<file path="src/rtl/edd_pkg.sv">
// Shared constants and types for the entropy group detector.
package edd_pkg;
    localparam int ADDRESS_SPAN = 256;
    localparam int ADDR_W = $clog2(ADDRESS_SPAN);
    localparam int DIST_W = ((ADDR_W > 8) ? ADDR_W : 8) + 1;
    localparam int DVD_W = 48;
    localparam int DVS_W = 32;
    localparam logic [16:0] PROB_ONE = 17'd65536;
    localparam logic [15:0] SCORE_MAX = 16'hFFFF;
    localparam logic [11:0] ENT_MAX = 12'hFFF;

    typedef enum logic [1:0] {
        CFG_DIST      = 2'd0,
        CFG_ENT_THR   = 2'd1,
        CFG_SCORE_THR = 2'd2,
        CFG_INIT_REF  = 2'd3
    } cfg_idx_t;

    typedef struct packed {
        logic busy;
        logic done;
    } unit_stat_t;
endpackage

</file>
<file path="src/rtl/edd_ent.sv">
// Entropy term unit: log2 by repeated squaring on one shared multiplier.
module edd_ent (
    input  logic                clk,
    input  logic                rst_n,
    input  logic                start,
    input  logic [16:0]         p,
    output edd_pkg::unit_stat_t stat,
    output logic [12:0]         term
);
    import edd_pkg::*;

    typedef enum logic [2:0] {
        E_IDLE,
        E_NORM,
        E_MUL,
        E_ACC,
        E_TMUL,
        E_TOUT
    } ent_state_t;

    ent_state_t  state_reg;
    logic [16:0] p_reg;
    logic [16:0] m_reg;
    logic [4:0]  n_reg;
    logic [7:0]  frac_reg;
    logic [2:0]  cnt_reg;
    logic [33:0] prod_reg;
    logic [12:0] term_reg;
    logic        done_reg;
    logic [4:0]  top_n;
    logic [31:0] shifted;
    logic [18:0] sq;
    logic [12:0] l_val;
    logic [12:0] l_inv;
    logic [16:0] mul_a;
    logic [16:0] mul_b;

    always_comb
    begin
        top_n = '0;
        for (int b = 0; b < 17; b++)
        begin
            if (p_reg[b])
            begin
                top_n = 5'(b);
            end
        end
    end

    assign shifted = {p_reg[16:0], 15'd0} >> top_n;
    assign sq = prod_reg[33:15];
    assign l_val = {n_reg, frac_reg};
    assign l_inv = 13'd4096 - l_val;
    assign mul_a = (state_reg == E_TMUL) ? p_reg : m_reg;
    assign mul_b = (state_reg == E_TMUL) ? {4'd0, l_inv} : m_reg;

    always_ff @(posedge clk or negedge rst_n)
    begin
        if (!rst_n)
        begin
            state_reg <= E_IDLE;
            done_reg <= 1'b0;
            p_reg <= '0;
            m_reg <= '0;
            n_reg <= '0;
            frac_reg <= '0;
            cnt_reg <= '0;
            prod_reg <= '0;
            term_reg <= '0;
        end
        else
        begin
            done_reg <= 1'b0;
            case (state_reg)
                E_IDLE:
                begin
                    if (start)
                    begin
                        p_reg <= p;
                        state_reg <= E_NORM;
                    end
                end
                E_NORM:
                begin
                    if (p_reg == '0)
                    begin
                        term_reg <= '0;
                        done_reg <= 1'b1;
                        state_reg <= E_IDLE;
                    end
                    else
                    begin
                        n_reg <= top_n;
                        m_reg <= shifted[16:0];
                        frac_reg <= '0;
                        cnt_reg <= '0;
                        state_reg <= E_MUL;
                    end
                end
                E_MUL:
                begin
                    prod_reg <= 34'(mul_a) * 34'(mul_b);
                    state_reg <= E_ACC;
                end
                E_ACC:
                begin
                    if (sq >= 19'd65536)
                    begin
                        m_reg <= sq[17:1];
                        frac_reg <= {frac_reg[6:0], 1'b1};
                    end
                    else
                    begin
                        m_reg <= sq[16:0];
                        frac_reg <= {frac_reg[6:0], 1'b0};
                    end
                    cnt_reg <= cnt_reg + 3'd1;
                    state_reg <= (cnt_reg == 3'd7) ? E_TMUL : E_MUL;
                end
                E_TMUL:
                begin
                    prod_reg <= 34'(mul_a) * 34'(mul_b);
                    state_reg <= E_TOUT;
                end
                E_TOUT:
                begin
                    term_reg <= prod_reg[28:16];
                    done_reg <= 1'b1;
                    state_reg <= E_IDLE;
                end
                default:
                begin
                    state_reg <= E_IDLE;
                end
            endcase
        end
    end

    assign stat.busy = state_reg != E_IDLE;
    assign stat.done = done_reg;
    assign term = term_reg;
endmodule

</file>
<file path="config.mk">
export PLATFORM = sky130hd
export DESIGN_NAME = edd_ent
export DESIGN_NICKNAME = d
export VERILOG_FILES = /design/src/rtl/edd_pkg.sv /design/src/rtl/edd_ent.sv
export SDC_FILE = /design/constraint.sdc
export NUM_CORES = 1
export LEC_CHECK = 0
export BUFFER_PORTS_ARGS = -buffer_cell sky130_fd_sc_hd__buf_2
export CAP_MARGIN = 5
export CORE_MARGIN = 4
export CORE_UTILIZATION = 40
export CTS_CLUSTER_DIAMETER = 30
export DETAILED_ROUTE_END_ITERATION = 10
export SYNTH_ARGS = -nofsm -noshare
export SYNTH_HDL_FRONTEND = slang
export SYNTH_SLANG_ARGS = --single-unit
export TNS_END_PERCENT = 100
</file>
<file path="constraint.sdc">
create_clock -name clk -period 9.6 [get_ports clk]
set_input_delay 1.44 -clock clk [delete_from_list [all_inputs] [get_ports clk]]
set_output_delay 1.44 -clock clk [all_outputs]
set_load 0.005 [all_outputs]
</file>
* After elaboration in Yosys (flattened, before gate mapping)
Cells that the tools add are included.
** Operators by class
- Add/subtract/negate cells :: 2
- $mul :: 1
- $lt $le $gt $ge :: 1
- Equal/unequal tests :: 9
- Shift operators :: 1
- Multiplexer cells :: 34
- Bitwise gates (word level) :: 1
- Reduce and logical (&&, ||, !) cells :: 10
** Operators with widths (number)
- 5-bit two-way mux :: 14
- 17-bit two-way mux :: 4
- 17-bit by 17-bit multiplier with 34-bit output :: 1
- 17-bit case mux with 2 select lines :: 1
- 32-bit by 5-bit right shift with 17-bit output :: 1
- 13-bit case mux with 2 select lines :: 1
- 19-bit by 17-bit greater-or-equal comparator with 1-bit output (second input constant) :: 1
- 17-bit logical NOT :: 1
- 8-bit case mux with 2 select lines :: 1
- 3-bit case mux with 5 select lines :: 1
- 13-bit two-way mux :: 1
- 13-bit subtractor (first input constant) :: 1
- 3-bit == test (second input constant) :: 3
- 3-bit two-way mux :: 3
- 8-bit two-way mux :: 1
- 2-bit AND reduction :: 4
- 3-bit by 2-bit == test with 1-bit output (second input constant) :: 2
- 2-bit inequality test (second input constant) :: 3
- 3-bit case mux with 2 select lines :: 1
- 2-bit two-way mux :: 2
- 2-bit nonzero test :: 2
- 3-bit by 1-bit adder with 3-bit output (second input constant) :: 1
- 3-bit by 1-bit == test with 1-bit output (second input constant) :: 1
- 3-bit logical NOT :: 1
- 5 further kinds :: 7
** Storage, ports and cells
- Register bits after elaboration :: 101
- Input port bits :: 20
- Logic and storage cells :: 68

* Logic depth before layout (Yosys ltp)
Gate-level depths: netlist of the first run.
- Depth after elaboration :: 19
- Gate-level depth with buffers :: 30
- Depth with buffers taken out :: 28

* Worst setup path after synthesis of the first run
OpenSTA, ideal clock, no wires.
- Path type :: reg2reg
- Start :: register frac_reg[2]
- End :: register prod_reg[33]
- Data arrival time :: 6.947 ns
- Slack :: 2.521 ns
- Cell stages (with the launch flop) :: 27
- Clock period less this slack :: 7.079 ns
- Cells stage by stage :: dfrtp_1 > nor4_1 > nand2_1 > nor4_1 > xor2_1 > o21ai_0 > clkbuf_1 > nand2_1 > fa_1 > inv_1 > fa_1 > fa_1 > fa_1 > fa_1 > inv_1 > fa_1 > inv_1 > ha_1 > nand3_1 > nand3b_1 > a221oi_1 > a31oi_2 > a21o_1 > a211oi_2 > a21oi_1 > xnor2_1 > o21ai_1
** On the way
- Word-level cells in the longest chain between the ends :: 3
** RTL lines
- start: declaration :: RTL line edd_ent.sv:25 : logic [7:0] frac_reg;
- start signal: assignment :: RTL line edd_ent.sv:110 : frac_reg <= {frac_reg[6:0], 1'b1};
- start signal: assignment :: RTL line edd_ent.sv:115 : frac_reg <= {frac_reg[6:0], 1'b0};
- 13-bit subtractor :: RTL line edd_ent.sv:53 : assign l_inv = 13'd4096 - l_val;
- 17-bit two-way mux :: RTL line edd_ent.sv:55 : assign mul_b = (state_reg == E_TMUL) ? {4'd0, l_inv} : m_reg;
- 17-bit by 17-bit multiplier with 34-bit output :: RTL line edd_ent.sv:102, edd_ent.sv:122
- end signal: assignment :: RTL line edd_ent.sv:102 : prod_reg <= 34'(mul_a) * 34'(mul_b);
- end signal: assignment :: RTL line edd_ent.sv:122 : prod_reg <= 34'(mul_a) * 34'(mul_b);
- end: declaration :: RTL line edd_ent.sv:27 : logic [33:0] prod_reg;
No other way between the ends.
A chain may end at the register's enable or synchronous reset.

* Final worst setup path of the first run
- Start :: register frac_reg[2]
- End :: register prod_reg[18]
Same word-level chain as after synthesis.

==> metrics.txt, run 1 <==
# TYPE chip_impl_metric gauge
chip_impl_metric{name="insertedDiodeCount",unit=""} 0
chip_impl_metric{name="synth_top_area_share",unit="%"} 32.07
chip_impl_metric{name="synth_seq_area_share",unit="%"} 15.60
chip_impl_metric{name="synth.distinct_cells",unit=""} 75
chip_impl_info{name="post-synth-top-area-cell",value="sky130_fd_sc_hd__fa_1"} 1
chip_impl_metric{name="post_route_cells_drive_above_1_share",unit="%"} 6.533
chip_impl_metric{name="areaGrowthSynthToFinish",unit="%"} 6.267
chip_impl_metric{name="fin_ws",unit="ns"} 1.751
chip_impl_metric{name="clk_transition_reported_paths",unit="ns"} 0.07
chip_impl_metric{name="max_transition_viols_final",unit=""} 0
chip_impl_metric{name="final_min_period_over_clock_period",unit="%"} 81.76
chip_impl_info{name="worstSetupStartpoint",value="frac_reg[2]$_DFFE_PN0P_"} 1
chip_impl_metric{name="grt_overflow_total",unit=""} 0
chip_impl_info{name="min_path_type",value="flip-flop to flip-flop"} 1
chip_impl_metric{name="skew",unit="ns"} 0.004858
chip_impl_info{name="worst-setup-path-type",value="flip-flop to flip-flop"} 1
chip_impl_metric{name="synth_warnings",unit=""} 0
chip_impl_metric{name="grt_max_degree",unit=""} 67
chip_impl_metric{name="route.detailed.drc",unit=""} 0
chip_impl_metric{name="postSynthNetCount",unit=""} 1944
chip_impl_metric{name="r2r_setup_slack",unit="ns"} 1.75
chip_impl_metric{name="routed_wl",unit="mm"} 38.86
chip_impl_metric{name="initial_antenna_violation_count",unit=""} 0
chip_impl_info{name="layout.cells.most_common",value="sky130_fd_sc_hd__nand2_1"} 1
chip_impl_metric{name="boundaryPins",unit=""} 35
chip_impl_metric{name="timing.critical_path.fanout_max",unit=""} 9
chip_impl_metric{name="postSynthRegisterBits",unit=""} 86
chip_impl_metric{name="syn-instance-count",unit=""} 1594
chip_impl_info{name="critPathCapture",value="prod_reg[18]$_DFFE_PN0P_"} 1
chip_impl_metric{name="total_routing_usage_reported_by_global_routing",unit="%"} 21.31
chip_impl_metric{name="avgViaCountPerCell",unit=""} 5.378
chip_impl_info{name="synth_ff_type",value="sky130_fd_sc_hd__dfrtp_1"} 1
chip_impl_metric{name="min_period",unit="ns"} 7.849
chip_impl_metric{name="route.antenna.remaining_nets",unit=""} 0
chip_impl_metric{name="timing.hold.ws",unit="ns"} 0.5061
chip_impl_metric{name="gp_congestion",unit=""} 0.9263
chip_impl_info{name="regToRegStartpoint",value="frac_reg[2]$_DFFE_PN0P_"} 1
chip_impl_metric{name="die_area",unit="µm²"} 37530
chip_impl_info{name="cp-end-kind",value="flip-flop"} 1
chip_impl_info{name="clk_root_buffer_cell",value="sky130_fd_sc_hd__clkbuf_16"} 1
chip_impl_metric{name="htreeDepth",unit=""} 3
chip_impl_metric{name="detailedRoute.firstIterationViolations",unit=""} 710
chip_impl_metric{name="worst_path_required",unit="ns"} 9.81
chip_impl_metric{name="core.rowCount",unit=""} 67
chip_impl_info{name="mostFrequentLayoutCells",value="sky130_fd_sc_hd__nand2_1 (299), sky130_fd_sc_hd__inv_1 (290), sky130_fd_sc_hd__fa_1 (221)"} 1
chip_impl_info{name="cp-start-kind",value="flip-flop"} 1
chip_impl_metric{name="largest_register_ffs",unit=""} 19
chip_impl_info{name="rr_endpoint",value="prod_reg[18]$_DFFE_PN0P_"} 1
chip_impl_metric{name="initial_core_util",unit="%"} 40.84
chip_impl_metric{name="cts-buffers-inserted",unit=""} 9
chip_impl_metric{name="core",unit="µm²"} 33780
chip_impl_metric{name="grt_first_pass_wirelength",unit="mm"} 64.51
chip_impl_metric{name="max-cap-violations",unit=""} 0
chip_impl_metric{name="io_buffer_count",unit=""} 34
chip_impl_metric{name="ctsResizeCount",unit=""} 0
chip_impl_metric{name="chipWidth",unit="µm"} 193.7
chip_impl_metric{name="synth_edf_count",unit=""} 0
chip_impl_metric{name="postSynth.asyncResetShare",unit="%"} 100.0
chip_impl_metric{name="post_cts.repair.setup_buffers",unit=""} 0
chip_impl_metric{name="timing_worst_slew_pin_value",unit="ns"} 1.133
chip_impl_metric{name="first_global_vias",unit=""} 11630
chip_impl_metric{name="timing.setup.tns",unit="ns"} 0
chip_impl_metric{name="clock.fmax",unit="GHz"} 0.1274
chip_impl_info{name="grt_setup_unrepaired",value="false"} 1
chip_impl_metric{name="syn_area",unit="µm²"} 13800
chip_impl_metric{name="drtPass1Iterations",unit=""} 5
chip_impl_info{name="status",value="finished clean"} 1
chip_impl_info{name="ys_top_cells_by_area",value="sky130_fd_sc_hd__fa_1 (32%), sky130_fd_sc_hd__dfrtp_1 (16%), sky130_fd_sc_hd__ha_1 (9.9%)"} 1
chip_impl_metric{name="cp_data_arrival_time",unit="ns"} 8.06
chip_impl_metric{name="clk_lat_worst_skew",unit="ns"} 0.36
chip_impl_metric{name="clockBufferDepth",unit=""} 2
chip_impl_metric{name="timing.slew.headroom",unit="%"} 24.49
chip_impl_metric{name="routed-via-count",unit=""} 10970
chip_impl_info{name="tritoncts",value="yes"} 1
chip_impl_metric{name="die-height",unit="µm"} 193.7
chip_impl_metric{name="tritoncts_num_sinks",unit=""} 86
chip_impl_metric{name="hold_buffers",unit=""} 0
chip_impl_metric{name="finish.net_count",unit=""} 1937
chip_impl_metric{name="wl_per_cell",unit="µm"} 19.05
chip_impl_metric{name="hold_viol",unit=""} 0
chip_impl_metric{name="mean_instance_size_in_the_synthesized_netlist",unit="µm²"} 8.656
chip_impl_metric{name="dp_slack",unit="ns"} 1.760
chip_impl_metric{name="finalSetupViolCount",unit=""} 0
chip_impl_metric{name="detailed_placement_wirelength_estimate",unit="mm"} 31.79
chip_impl_metric{name="ff_to_ff_path_depth",unit=""} 23
==> per-layer routing <==
layer  track usage, %  vias up  part of all wire (%)
li1                 -     5002                     -
met1            29.79     5533                    44
met2            34.89      370                    47
met3            3.458       66                   6.4
met4            5.271        0                   2.5
met5                0        -                     0
==> through the flow <==
step                instances  util, %  cell area, µm²
global placement         2024    42.52           14360
detailed placement       2024    42.52           14360
finish                   2040    43.40           14660
CTS                      2040    43.40           14660
global route             2040    43.40           14660
floorplan                1594        -           13800
==> worst min-delay path by stage <==
stage / startpoint / end / slack [ns] / depth (start not counted)
finish: term[0]$_DFFE_PN0P_ / term[0]$_DFFE_PN0P_ / 0.51 / 1
floorplan: prod_reg[15]$_DFFE_PN0P_ / prod_reg[15]$_DFFE_PN0P_ / 0.45 / 2
detailed placement: term[7]$_DFFE_PN0P_ / term[7]$_DFFE_PN0P_ / 0.49 / 1
global placement: term[1]$_DFFE_PN0P_ / term[1]$_DFFE_PN0P_ / 0.49 / 1
global route: term[1]$_DFFE_PN0P_ / term[1]$_DFFE_PN0P_ / 0.52 / 1
CTS: term[0]$_DFFE_PN0P_ / term[0]$_DFFE_PN0P_ / 0.51 / 1
==> cell type report <==
class | instances | area (µm²)
clock buffer | 9 | 225.2
sequential | 86 | 2152
tap | 448 | 560.5
clock inverter | 7 | 72.57
multi-input combinational | 1148 | 10250
inverter | 290 | 1089
fill | 3381 | 19120
timing repair buffer | 52 | 307.8
==> cells in the mapped netlist, types with 2 or more instances <==
library cell               instances
sky130_fd_sc_hd__a221oi_1          8
sky130_fd_sc_hd__a22o_1           13
sky130_fd_sc_hd__nor2b_1           7
sky130_fd_sc_hd__nor3_1           13
sky130_fd_sc_hd__nand3_1          21
sky130_fd_sc_hd__o21ai_1          15
sky130_fd_sc_hd__or3_1             5
sky130_fd_sc_hd__o31ai_1          10
sky130_fd_sc_hd__nand2_1         299
sky130_fd_sc_hd__a21o_1           11
sky130_fd_sc_hd__nor2_1          110
sky130_fd_sc_hd__a211o_1           2
sky130_fd_sc_hd__xnor2_1          17
sky130_fd_sc_hd__xor2_1           12
sky130_fd_sc_hd__a2111o_1          2
sky130_fd_sc_hd__and3_1           24
sky130_fd_sc_hd__clkbuf_1         56
sky130_fd_sc_hd__o41ai_2           2
sky130_fd_sc_hd__buf_6             3
sky130_fd_sc_hd__nand4_1           3
sky130_fd_sc_hd__a32oi_1           2
sky130_fd_sc_hd__or2_2             2
sky130_fd_sc_hd__nand2b_1         13
sky130_fd_sc_hd__o21a_1            4
sky130_fd_sc_hd__mux2i_1          28
sky130_fd_sc_hd__a22oi_1           2
sky130_fd_sc_hd__o22ai_1           2
sky130_fd_sc_hd__dfrtp_1          86
sky130_fd_sc_hd__fa_1            221
sky130_fd_sc_hd__and2_1           26
sky130_fd_sc_hd__a211oi_1          7
sky130_fd_sc_hd__a21oi_1          47
sky130_fd_sc_hd__o211ai_1          3
sky130_fd_sc_hd__ha_1            109
sky130_fd_sc_hd__nor4_1            7
sky130_fd_sc_hd__inv_1           290
sky130_fd_sc_hd__o21bai_1          5
sky130_fd_sc_hd__o21ai_0          42
sky130_fd_sc_hd__a31oi_1           6
sky130_fd_sc_hd__mux2_2           17
sky130_fd_sc_hd__nand3b_1          2
sky130_fd_sc_hd__buf_2             7
==> critical path, cell delays in order (launching register included) <==
cell	delay, ns
sky130_fd_sc_hd__dfrtp_1	0.45
sky130_fd_sc_hd__nor4_1	0.45
sky130_fd_sc_hd__nand2_1	0.21
sky130_fd_sc_hd__a31oi_1	0.78
sky130_fd_sc_hd__buf_4	0.30
sky130_fd_sc_hd__nor2_1	0.08
sky130_fd_sc_hd__fa_1	0.55
sky130_fd_sc_hd__inv_1	0.05
sky130_fd_sc_hd__fa_1	0.45
sky130_fd_sc_hd__fa_1	0.51
sky130_fd_sc_hd__inv_1	0.05
sky130_fd_sc_hd__fa_1	0.51
sky130_fd_sc_hd__fa_1	0.50
sky130_fd_sc_hd__inv_1	0.05
sky130_fd_sc_hd__fa_1	0.47
sky130_fd_sc_hd__inv_1	0.04
sky130_fd_sc_hd__ha_1	0.31
sky130_fd_sc_hd__a211o_1	0.29
sky130_fd_sc_hd__o221ai_1	0.18
sky130_fd_sc_hd__a21oi_1	0.09
sky130_fd_sc_hd__o41ai_2	0.39
sky130_fd_sc_hd__o21bai_1	0.17
sky130_fd_sc_hd__xnor2_1	0.64
sky130_fd_sc_hd__o21ai_0	0.17
==> cells by family after synthesis <==
| group | Yosys count | share of synthesized area, % |
|---|---|---|
| simple gates | 538 | 16.79 |
| buf+inv | 360 | 10.14 |
| fa+ha+maj | 330 | 41.95 |
| compound gates | 203 | 9.967 |
| flops | 86 | 15.60 |
| mux | 47 | 3.691 |
| xor+xnor | 29 | 1.841 |
| other cells | 1 | 0.02718 |
Power of run 1 is not shown: default switching activity piles up to over one toggle a cycle in this logic, so the estimate is an artifact.
==> run 2: changes to the inputs <==
ABC_AREA = 1   (was default)
clock period = 6.5 ns   (was 9.6 ns; I/O delays follow)
==> metrics.txt, run 2 <==
# TYPE chip_impl_metric gauge
chip_impl_metric{name="detailed_placement_wirelength_estimate",unit="mm"} 37.22
chip_impl_metric{name="chipWidth",unit="µm"} 194.4
chip_impl_metric{name="synth_warnings",unit=""} 0
chip_impl_info{name="worstSetupStartpoint",value="frac_reg[0]$_DFFE_PN0P_"} 1
chip_impl_info{name="worst_path_max_delay_cell",value="sky130_fd_sc_hd__fa_1"} 1
chip_impl_metric{name="routed-via-count",unit=""} 12490
chip_impl_info{name="critPathCapture",value="prod_reg[33]$_DFFE_PN0P_"} 1
chip_impl_info{name="cp-end-kind",value="flip-flop"} 1
chip_impl_metric{name="htreeDepth",unit=""} 3
chip_impl_info{name="rr_endpoint",value="prod_reg[33]$_DFFE_PN0P_"} 1
chip_impl_metric{name="mean_instance_size_in_the_synthesized_netlist",unit="µm²"} 7.777
chip_impl_info{name="regToRegStartpoint",value="frac_reg[0]$_DFFE_PN0P_"} 1
chip_impl_metric{name="first_global_vias",unit=""} 13220
chip_impl_metric{name="avgViaCountPerCell",unit=""} 5.034
chip_impl_metric{name="route.detailed.drc",unit=""} 0
chip_impl_metric{name="boundaryPins",unit=""} 35
chip_impl_metric{name="finish.net_count",unit=""} 2378
chip_impl_info{name="min_path_type",value="flip-flop to flip-flop"} 1
chip_impl_metric{name="io_buffer_count",unit=""} 34
chip_impl_metric{name="final_min_period_over_clock_period",unit="%"} 107.6
chip_impl_info{name="most_frequent_cell_on_the_critical_path",value="sky130_fd_sc_hd__inv_2"} 1
chip_impl_metric{name="timing.critical_path.fanout_max",unit=""} 6
chip_impl_info{name="ys_top_cells_by_area",value="sky130_fd_sc_hd__fa_1 (32%), sky130_fd_sc_hd__dfrtp_1 (15%), sky130_fd_sc_hd__nand2_1 (10%)"} 1
chip_impl_metric{name="clk_lat_worst_skew",unit="ns"} 0.36
chip_impl_metric{name="postSynthRegisterBits",unit=""} 86
chip_impl_metric{name="initial_core_util",unit="%"} 41.03
chip_impl_info{name="synth_ff_type",value="sky130_fd_sc_hd__dfrtp_1"} 1
chip_impl_metric{name="synth_top_area_share",unit="%"} 31.84
chip_impl_metric{name="count_of_filler_cells_inserted_in_the_layout",unit=""} 3317
chip_impl_metric{name="r2r_setup_slack",unit="ns"} -0.49
chip_impl_info{name="violations",value="negative setup slack"} 1
chip_impl_metric{name="worst_path_required",unit="ns"} 6.80
chip_impl_metric{name="gp_congestion",unit=""} 0.9542
chip_impl_metric{name="die-height",unit="µm"} 194.4
chip_impl_metric{name="core.rowCount",unit=""} 67
chip_impl_metric{name="post-place-cells",unit=""} 2429
chip_impl_metric{name="post_route_cells_drive_above_1_share",unit="%"} 22.92
chip_impl_metric{name="initial_antenna_violation_count",unit=""} 0
chip_impl_metric{name="postSynthNetCount",unit=""} 2137
chip_impl_info{name="grt_setup_unrepaired",value="true"} 1
chip_impl_metric{name="timing.slew.headroom",unit="%"} 27.92
chip_impl_metric{name="synth_edf_count",unit=""} 0
chip_impl_metric{name="ff_to_ff_path_depth",unit=""} 41
chip_impl_metric{name="wl_per_cell",unit="µm"} 17.66
chip_impl_metric{name="die_area",unit="µm²"} 37790
chip_impl_metric{name="core",unit="µm²"} 33870
chip_impl_info{name="clk_root_buffer_cell",value="sky130_fd_sc_hd__clkbuf_16"} 1
chip_impl_info{name="mostFrequentLayoutCells",value="sky130_fd_sc_hd__nand2_1 (350), sky130_fd_sc_hd__inv_1 (341), sky130_fd_sc_hd__buf_4 (225)"} 1
chip_impl_metric{name="clockBufferDepth",unit=""} 2
chip_impl_metric{name="max_transition_viols_final",unit=""} 0
chip_impl_info{name="tritoncts",value="yes"} 1
chip_impl_metric{name="grt_first_pass_wirelength",unit="mm"} 71.90
chip_impl_metric{name="cp_data_arrival_time",unit="ns"} 7.29
chip_impl_info{name="status",value="finished with violations"} 1
chip_impl_metric{name="min_period",unit="ns"} 6.991
chip_impl_metric{name="tritoncts_num_sinks",unit=""} 86
chip_impl_metric{name="total_routing_usage_reported_by_global_routing",unit="%"} 23.96
chip_impl_metric{name="synth.distinct_cells",unit=""} 48
chip_impl_info{name="synth_most_common_cell",value="sky130_fd_sc_hd__nand2_1"} 1
chip_impl_metric{name="routed_wl",unit="mm"} 43.81
chip_impl_metric{name="syn_area",unit="µm²"} 13900
chip_impl_metric{name="timing.hold.ws",unit="ns"} 0.4929
chip_impl_metric{name="postSynth.asyncResetShare",unit="%"} 100.0
chip_impl_metric{name="drtPass1Iterations",unit=""} 5
chip_impl_metric{name="clock.fmax",unit="GHz"} 0.1430
chip_impl_metric{name="dp_slack",unit="ns"} -0.7091
chip_impl_metric{name="insertedDiodeCount",unit=""} 0
chip_impl_metric{name="finalSetupViolCount",unit=""} 17
chip_impl_metric{name="max-cap-violations",unit=""} 0
chip_impl_metric{name="syn-instance-count",unit=""} 1787
chip_impl_metric{name="largest_register_ffs",unit=""} 19
chip_impl_info{name="layout.cells.most_common",value="sky130_fd_sc_hd__nand2_1"} 1
chip_impl_metric{name="grt_max_degree",unit=""} 58
chip_impl_metric{name="detailedRoute.firstIterationViolations",unit=""} 904
chip_impl_metric{name="skew",unit="ns"} 0.01150
chip_impl_metric{name="synth_seq_area_share",unit="%"} 15.49
chip_impl_metric{name="clk_transition_reported_paths",unit="ns"} 0.08
chip_impl_metric{name="cts-buffers-inserted",unit=""} 9
chip_impl_metric{name="timing_worst_slew_pin_value",unit="ns"} 1.078
chip_impl_metric{name="areaGrowthSynthToFinish",unit="%"} 24.74
chip_impl_metric{name="route.antenna.remaining_nets",unit=""} 0
chip_impl_metric{name="worst_path_largest_cell_delay",unit="ns"} 0.56
chip_impl_metric{name="layoutNonFillerInstCount",unit=""} 2481
chip_impl_metric{name="hold_path_depth",unit=""} 2
chip_impl_info{name="synthTopCellsByCount",value="sky130_fd_sc_hd__nand2_1 (379), sky130_fd_sc_hd__inv_1 (367), sky130_fd_sc_hd__fa_1 (221)"} 1
chip_impl_metric{name="fin_ws",unit="ns"} -0.4910
chip_impl_info{name="post-synth-top-area-cell",value="sky130_fd_sc_hd__fa_1"} 1
chip_impl_metric{name="timing.setup.tns",unit="ns"} -6.176
chip_impl_metric{name="grt_overflow_total",unit=""} 0
chip_impl_metric{name="hold_viol",unit=""} 0
chip_impl_info{name="worst-setup-path-type",value="flip-flop to flip-flop"} 1
chip_impl_info{name="cp-start-kind",value="flip-flop"} 1
==> run 2: cell count changes after synthesis, sizes merged, moves of 13 or more <==
| cell | delta |
|---|---|
| nand2b | -13 |
| mux2i | -29 |
| inv | +83 |
| clkbuf | -29 |
| clkinv | +13 |
| o21ai | +45 |
| mux2 | -15 |
| nand2 | +87 |
| and2 | -27 |
| a21oi | +38 |
| nor2 | +72 |
| nand3 | +85 |
| and3 | -24 |
==> run 2: how the worst min path moves through the flow <==
stage | startpoint | end
final | prod_reg[16]$_DFFE_PN0P_ | prod_reg[16]$_DFFE_PN0P_
after global routing | cnt_reg[0]$_DFFE_PN0P_ | cnt_reg[0]$_DFFE_PN0P_
after CTS | prod_reg[15]$_DFFE_PN0P_ | prod_reg[15]$_DFFE_PN0P_
after detailed placement | prod_reg[15]$_DFFE_PN0P_ | prod_reg[15]$_DFFE_PN0P_
after global placement | prod_reg[15]$_DFFE_PN0P_ | prod_reg[15]$_DFFE_PN0P_
after floorplan | prod_reg[15]$_DFFE_PN0P_ | prod_reg[15]$_DFFE_PN0P_
==> run 2: final cells by class <==
class                           count  area (µm²)  share of cell area (%)
Multi-Input combinational cell   1268       10740                   61.97
Sequential cell                    86        2152                   12.41
Timing Repair Buffer              277        2112                   12.18
Inverter                          386        1464                   8.445
Tap cell                          448       560.5                   3.233
Clock buffer                        9       225.2                   1.299
Clock inverter                      7       78.83                  0.4547
==> run 2: routing by layer <==
metal	routed length, µm	GRT usage, %
met1	19390	33.63
met2	20700	39.59
met3	2063	2.199
met5	0	0
met4	1661	7.448
==> run 2: worst max-delay path: cells and delay by family (launching register included) <==
kind                       cells  cell delay [ns]
DFF                            1             0.40
buffers and inverters         13             1.00
and+or+nand+nor               14             1.30
xor gates and xnor gates       1             0.14
adders and majority gates      8             3.43
AOI/OAI and AO/OA              5             0.64
==> run 2: per-stage QoR <==
stage | utilization, % | instance area (µm²)
after floorplan | - | 14010
after global placement | 47.50 | 16090
after detailed placement | 47.50 | 16090
after CTS | 49.60 | 16800
after global routing | 51.19 | 17340
final | 51.19 | 17340
==> run 2: repair_timing <==
item,in CTS,in global routing
gates cloned,0,0
resized for setup,67,119
hold buffers,0,0
endpoints found under the hold margin,0,0
setup endpoints to repair,19,19
buffers inserted,18,21
pin swaps,20,47
==> run 2: kinds of logic after synthesis <==
logic type | Yosys count | synth area share, %
and+or+nand+nor | 699 | 20.95
AOI/OAI and AO/OA | 215 | 8.265
xor gates and xnor gates | 20 | 1.260
other | 1 | 0.02698
buffers and inverters | 433 | 12.12
DFF | 86 | 15.49
muxes | 3 | 0.2431
adders and majority gates | 330 | 41.65
Power of run 2 is left out for the same reason.
==> run 3: changes to the inputs <==
CORE_UTILIZATION = 59   (was 40)
PLACE_DENSITY = 0.79   (was default)
==> metrics.txt, run 3 (synthesized netlist as in run 2, its figures left out) <==
# TYPE chip_impl_metric gauge
chip_impl_metric{name="route.antenna.remaining_nets",unit=""} 0
chip_impl_metric{name="areaGrowthSynthToFinish",unit="%"} 22.41
chip_impl_metric{name="boundaryPins",unit=""} 35
chip_impl_metric{name="ff_to_ff_path_depth",unit=""} 36
chip_impl_info{name="worst_hold_path.endpoint",value="prod_reg[16]$_DFFE_PN0P_"} 1
chip_impl_metric{name="hold_viol",unit=""} 0
chip_impl_info{name="worst_path_max_delay_cell",value="sky130_fd_sc_hd__fa_2"} 1
chip_impl_metric{name="tritoncts_num_sinks",unit=""} 86
chip_impl_info{name="regToRegStartpoint",value="frac_reg[1]$_DFFE_PN0P_"} 1
chip_impl_metric{name="route.detailed.drc",unit=""} 0
chip_impl_info{name="tritoncts",value="yes"} 1
chip_impl_info{name="clk_root_buffer_cell",value="sky130_fd_sc_hd__clkbuf_16"} 1
chip_impl_info{name="rr_endpoint",value="prod_reg[32]$_DFFE_PN0P_"} 1
chip_impl_info{name="hold_path.startpoint",value="prod_reg[16]$_DFFE_PN0P_"} 1
chip_impl_metric{name="largest_register_ffs",unit=""} 19
chip_impl_metric{name="initial_core_util",unit="%"} 60.64
chip_impl_metric{name="max-cap-violations",unit=""} 0
chip_impl_info{name="status",value="finished with violations"} 1
chip_impl_info{name="worst-setup-path-type",value="flip-flop to flip-flop"} 1
chip_impl_metric{name="avgViaCountPerCell",unit=""} 5.536
chip_impl_info{name="most_frequent_cell_on_the_critical_path",value="sky130_fd_sc_hd__inv_2"} 1
chip_impl_info{name="min_path_type",value="flip-flop to flip-flop"} 1
chip_impl_metric{name="timing.slew.headroom",unit="%"} 30.88
chip_impl_metric{name="io_buffer_count",unit=""} 34
chip_impl_metric{name="r2r_setup_slack",unit="ns"} -0.53
chip_impl_metric{name="post_route_cells_drive_above_1_share",unit="%"} 23.01
chip_impl_metric{name="timing.critical_path.fanout_max",unit=""} 5
chip_impl_metric{name="gp_congestion",unit=""} 0.9954
chip_impl_metric{name="first_global_vias",unit=""} 13600
chip_impl_metric{name="worst_path_required",unit="ns"} 6.74
chip_impl_metric{name="grt_overflow_total",unit=""} 0
chip_impl_metric{name="core.rowCount",unit=""} 55
chip_impl_metric{name="layoutNonFillerInstCount",unit=""} 2313
chip_impl_metric{name="initial_antenna_violation_count",unit=""} 0
chip_impl_metric{name="max_transition_viols_final",unit=""} 0
chip_impl_metric{name="min_period",unit="ns"} 7.030
chip_impl_info{name="violations",value="negative setup slack"} 1
chip_impl_metric{name="routed_wl",unit="mm"} 42.94
chip_impl_metric{name="timing_worst_slew_pin_value",unit="ns"} 1.034
chip_impl_info{name="mostFrequentLayoutCells",value="sky130_fd_sc_hd__nand2_1 (349), sky130_fd_sc_hd__inv_1 (331), sky130_fd_sc_hd__fa_1 (212)"} 1
chip_impl_metric{name="hold_path_depth",unit=""} 2
chip_impl_metric{name="detailed_placement_wirelength_estimate",unit="mm"} 35.34
chip_impl_metric{name="die_area",unit="µm²"} 26070
chip_impl_metric{name="grt_max_degree",unit=""} 51
chip_impl_metric{name="worst_path_largest_cell_delay",unit="ns"} 0.55
chip_impl_info{name="layout.cells.most_common",value="sky130_fd_sc_hd__nand2_1"} 1
chip_impl_info{name="cp-end-kind",value="flip-flop"} 1
chip_impl_metric{name="core",unit="µm²"} 22920
chip_impl_metric{name="clock.fmax",unit="GHz"} 0.1422
chip_impl_info{name="grt_setup_unrepaired",value="true"} 1
chip_impl_metric{name="drtPass1Iterations",unit=""} 6
chip_impl_metric{name="finalSetupViolCount",unit=""} 18
chip_impl_metric{name="cp_data_arrival_time",unit="ns"} 7.27
chip_impl_metric{name="post-place-cells",unit=""} 2274
chip_impl_info{name="worstSetupStartpoint",value="frac_reg[1]$_DFFE_PN0P_"} 1
chip_impl_metric{name="wl_per_cell",unit="µm"} 18.56
chip_impl_metric{name="clk_transition_reported_paths",unit="ns"} 0.08
chip_impl_metric{name="skew",unit="ns"} 0.01675
chip_impl_metric{name="routed-via-count",unit=""} 12810
chip_impl_metric{name="final_min_period_over_clock_period",unit="%"} 108.2
chip_impl_metric{name="grt_first_pass_wirelength",unit="mm"} 69.60
chip_impl_metric{name="clockBufferDepth",unit=""} 2
chip_impl_metric{name="chipWidth",unit="µm"} 161.5
chip_impl_metric{name="hold_buffers",unit=""} 0
chip_impl_metric{name="clk_lat_worst_skew",unit="ns"} 0.36
chip_impl_metric{name="total_routing_usage_reported_by_global_routing",unit="%"} 34.05
chip_impl_metric{name="cts-buffers-inserted",unit=""} 9
chip_impl_info{name="cp-start-kind",value="flip-flop"} 1
chip_impl_metric{name="detailedRoute.firstIterationViolations",unit=""} 1090
chip_impl_metric{name="die-height",unit="µm"} 161.5
chip_impl_metric{name="finish.net_count",unit=""} 2344
chip_impl_metric{name="fin_ws",unit="ns"} -0.5301
chip_impl_metric{name="htreeDepth",unit=""} 3
-- run 3: changes by cell type in the layout (fill, tap and decap cells not counted), moves of 4 or more --
cell and delta:
sky130_fd_sc_hd__inv_1 -10, sky130_fd_sc_hd__inv_2 +7, sky130_fd_sc_hd__a21oi_4 +4, sky130_fd_sc_hd__fa_1 -5, sky130_fd_sc_hd__fa_2 +5, sky130_fd_sc_hd__nand2_4 +4
sky130_fd_sc_hd__o21ai_2 +4, sky130_fd_sc_hd__buf_4 -33
-- run 3: through the flow --
stage	util, %	TNS [ns]	setup WS [ns]	hold slack [ns]	area, µm²
floorplan	-	-0.04345	-0.02317	0.4479	14010
global placement	68.76	-5.045	-0.5127	0.4666	15760
detailed placement	68.76	-9.682	-0.7340	0.4754	15760
CTS	72.71	-4.702	-0.3988	0.4870	16660
global route	74.22	-13.07	-0.8902	0.5201	17010
finish	74.23	-6.721	-0.5301	0.5043	17010
-- run 3: per-layer routing --
metal	vias up	GRT usage (%)	wire [µm]
met4	0	15.94	2448
met5	-	0	0
met3	126	6.966	3831
met1	6223	43.75	16430
li1	5867	-	-
met2	589	55.71	20230
-- run 3: area by class of cell --
cell class | count | area, µm²
Antenna cell | 1 | 2.502
Multi-Input combinational cell | 1268 | 10870
Clock inverter | 7 | 76.32
Tap cell | 313 | 391.6
Sequential cell | 86 | 2152
Fill cell | 1741 | 5904
Timing Repair Buffer | 243 | 1827
Inverter | 386 | 1466
Clock buffer | 9 | 225.2
-- run 3: how the worst max path moves through the flow --
stage	to	slack, ns	depth (start not counted)
floorplan	prod_reg[29]$_DFFE_PN0P_	-0.02	38
global placement	prod_reg[29]$_DFFE_PN0P_	-0.51	38
detailed placement	prod_reg[30]$_DFFE_PN0P_	-0.73	40
CTS	prod_reg[32]$_DFFE_PN0P_	-0.40	36
global route	prod_reg[32]$_DFFE_PN0P_	-0.89	40
finish	prod_reg[32]$_DFFE_PN0P_	-0.53	36
-- run 3: repair_timing --
item | CTS | global route
endpoints found under the setup margin | 19 | 19
resized for setup | 136 | 90
buffers inserted | 23 | 11
pin swaps | 50 | 62
-- run 3: worst max-delay path: cells and delay by family, from the launching register on --
kind	cells	cell delay, ns
adders and majority gates	8	3.26
AOI/OAI and AO/OA	5	0.69
DFF	1	0.40
and+or+nand+nor	12	1.43
buffers and inverters	11	1.14
Power of run 3 is left out for the same reason.
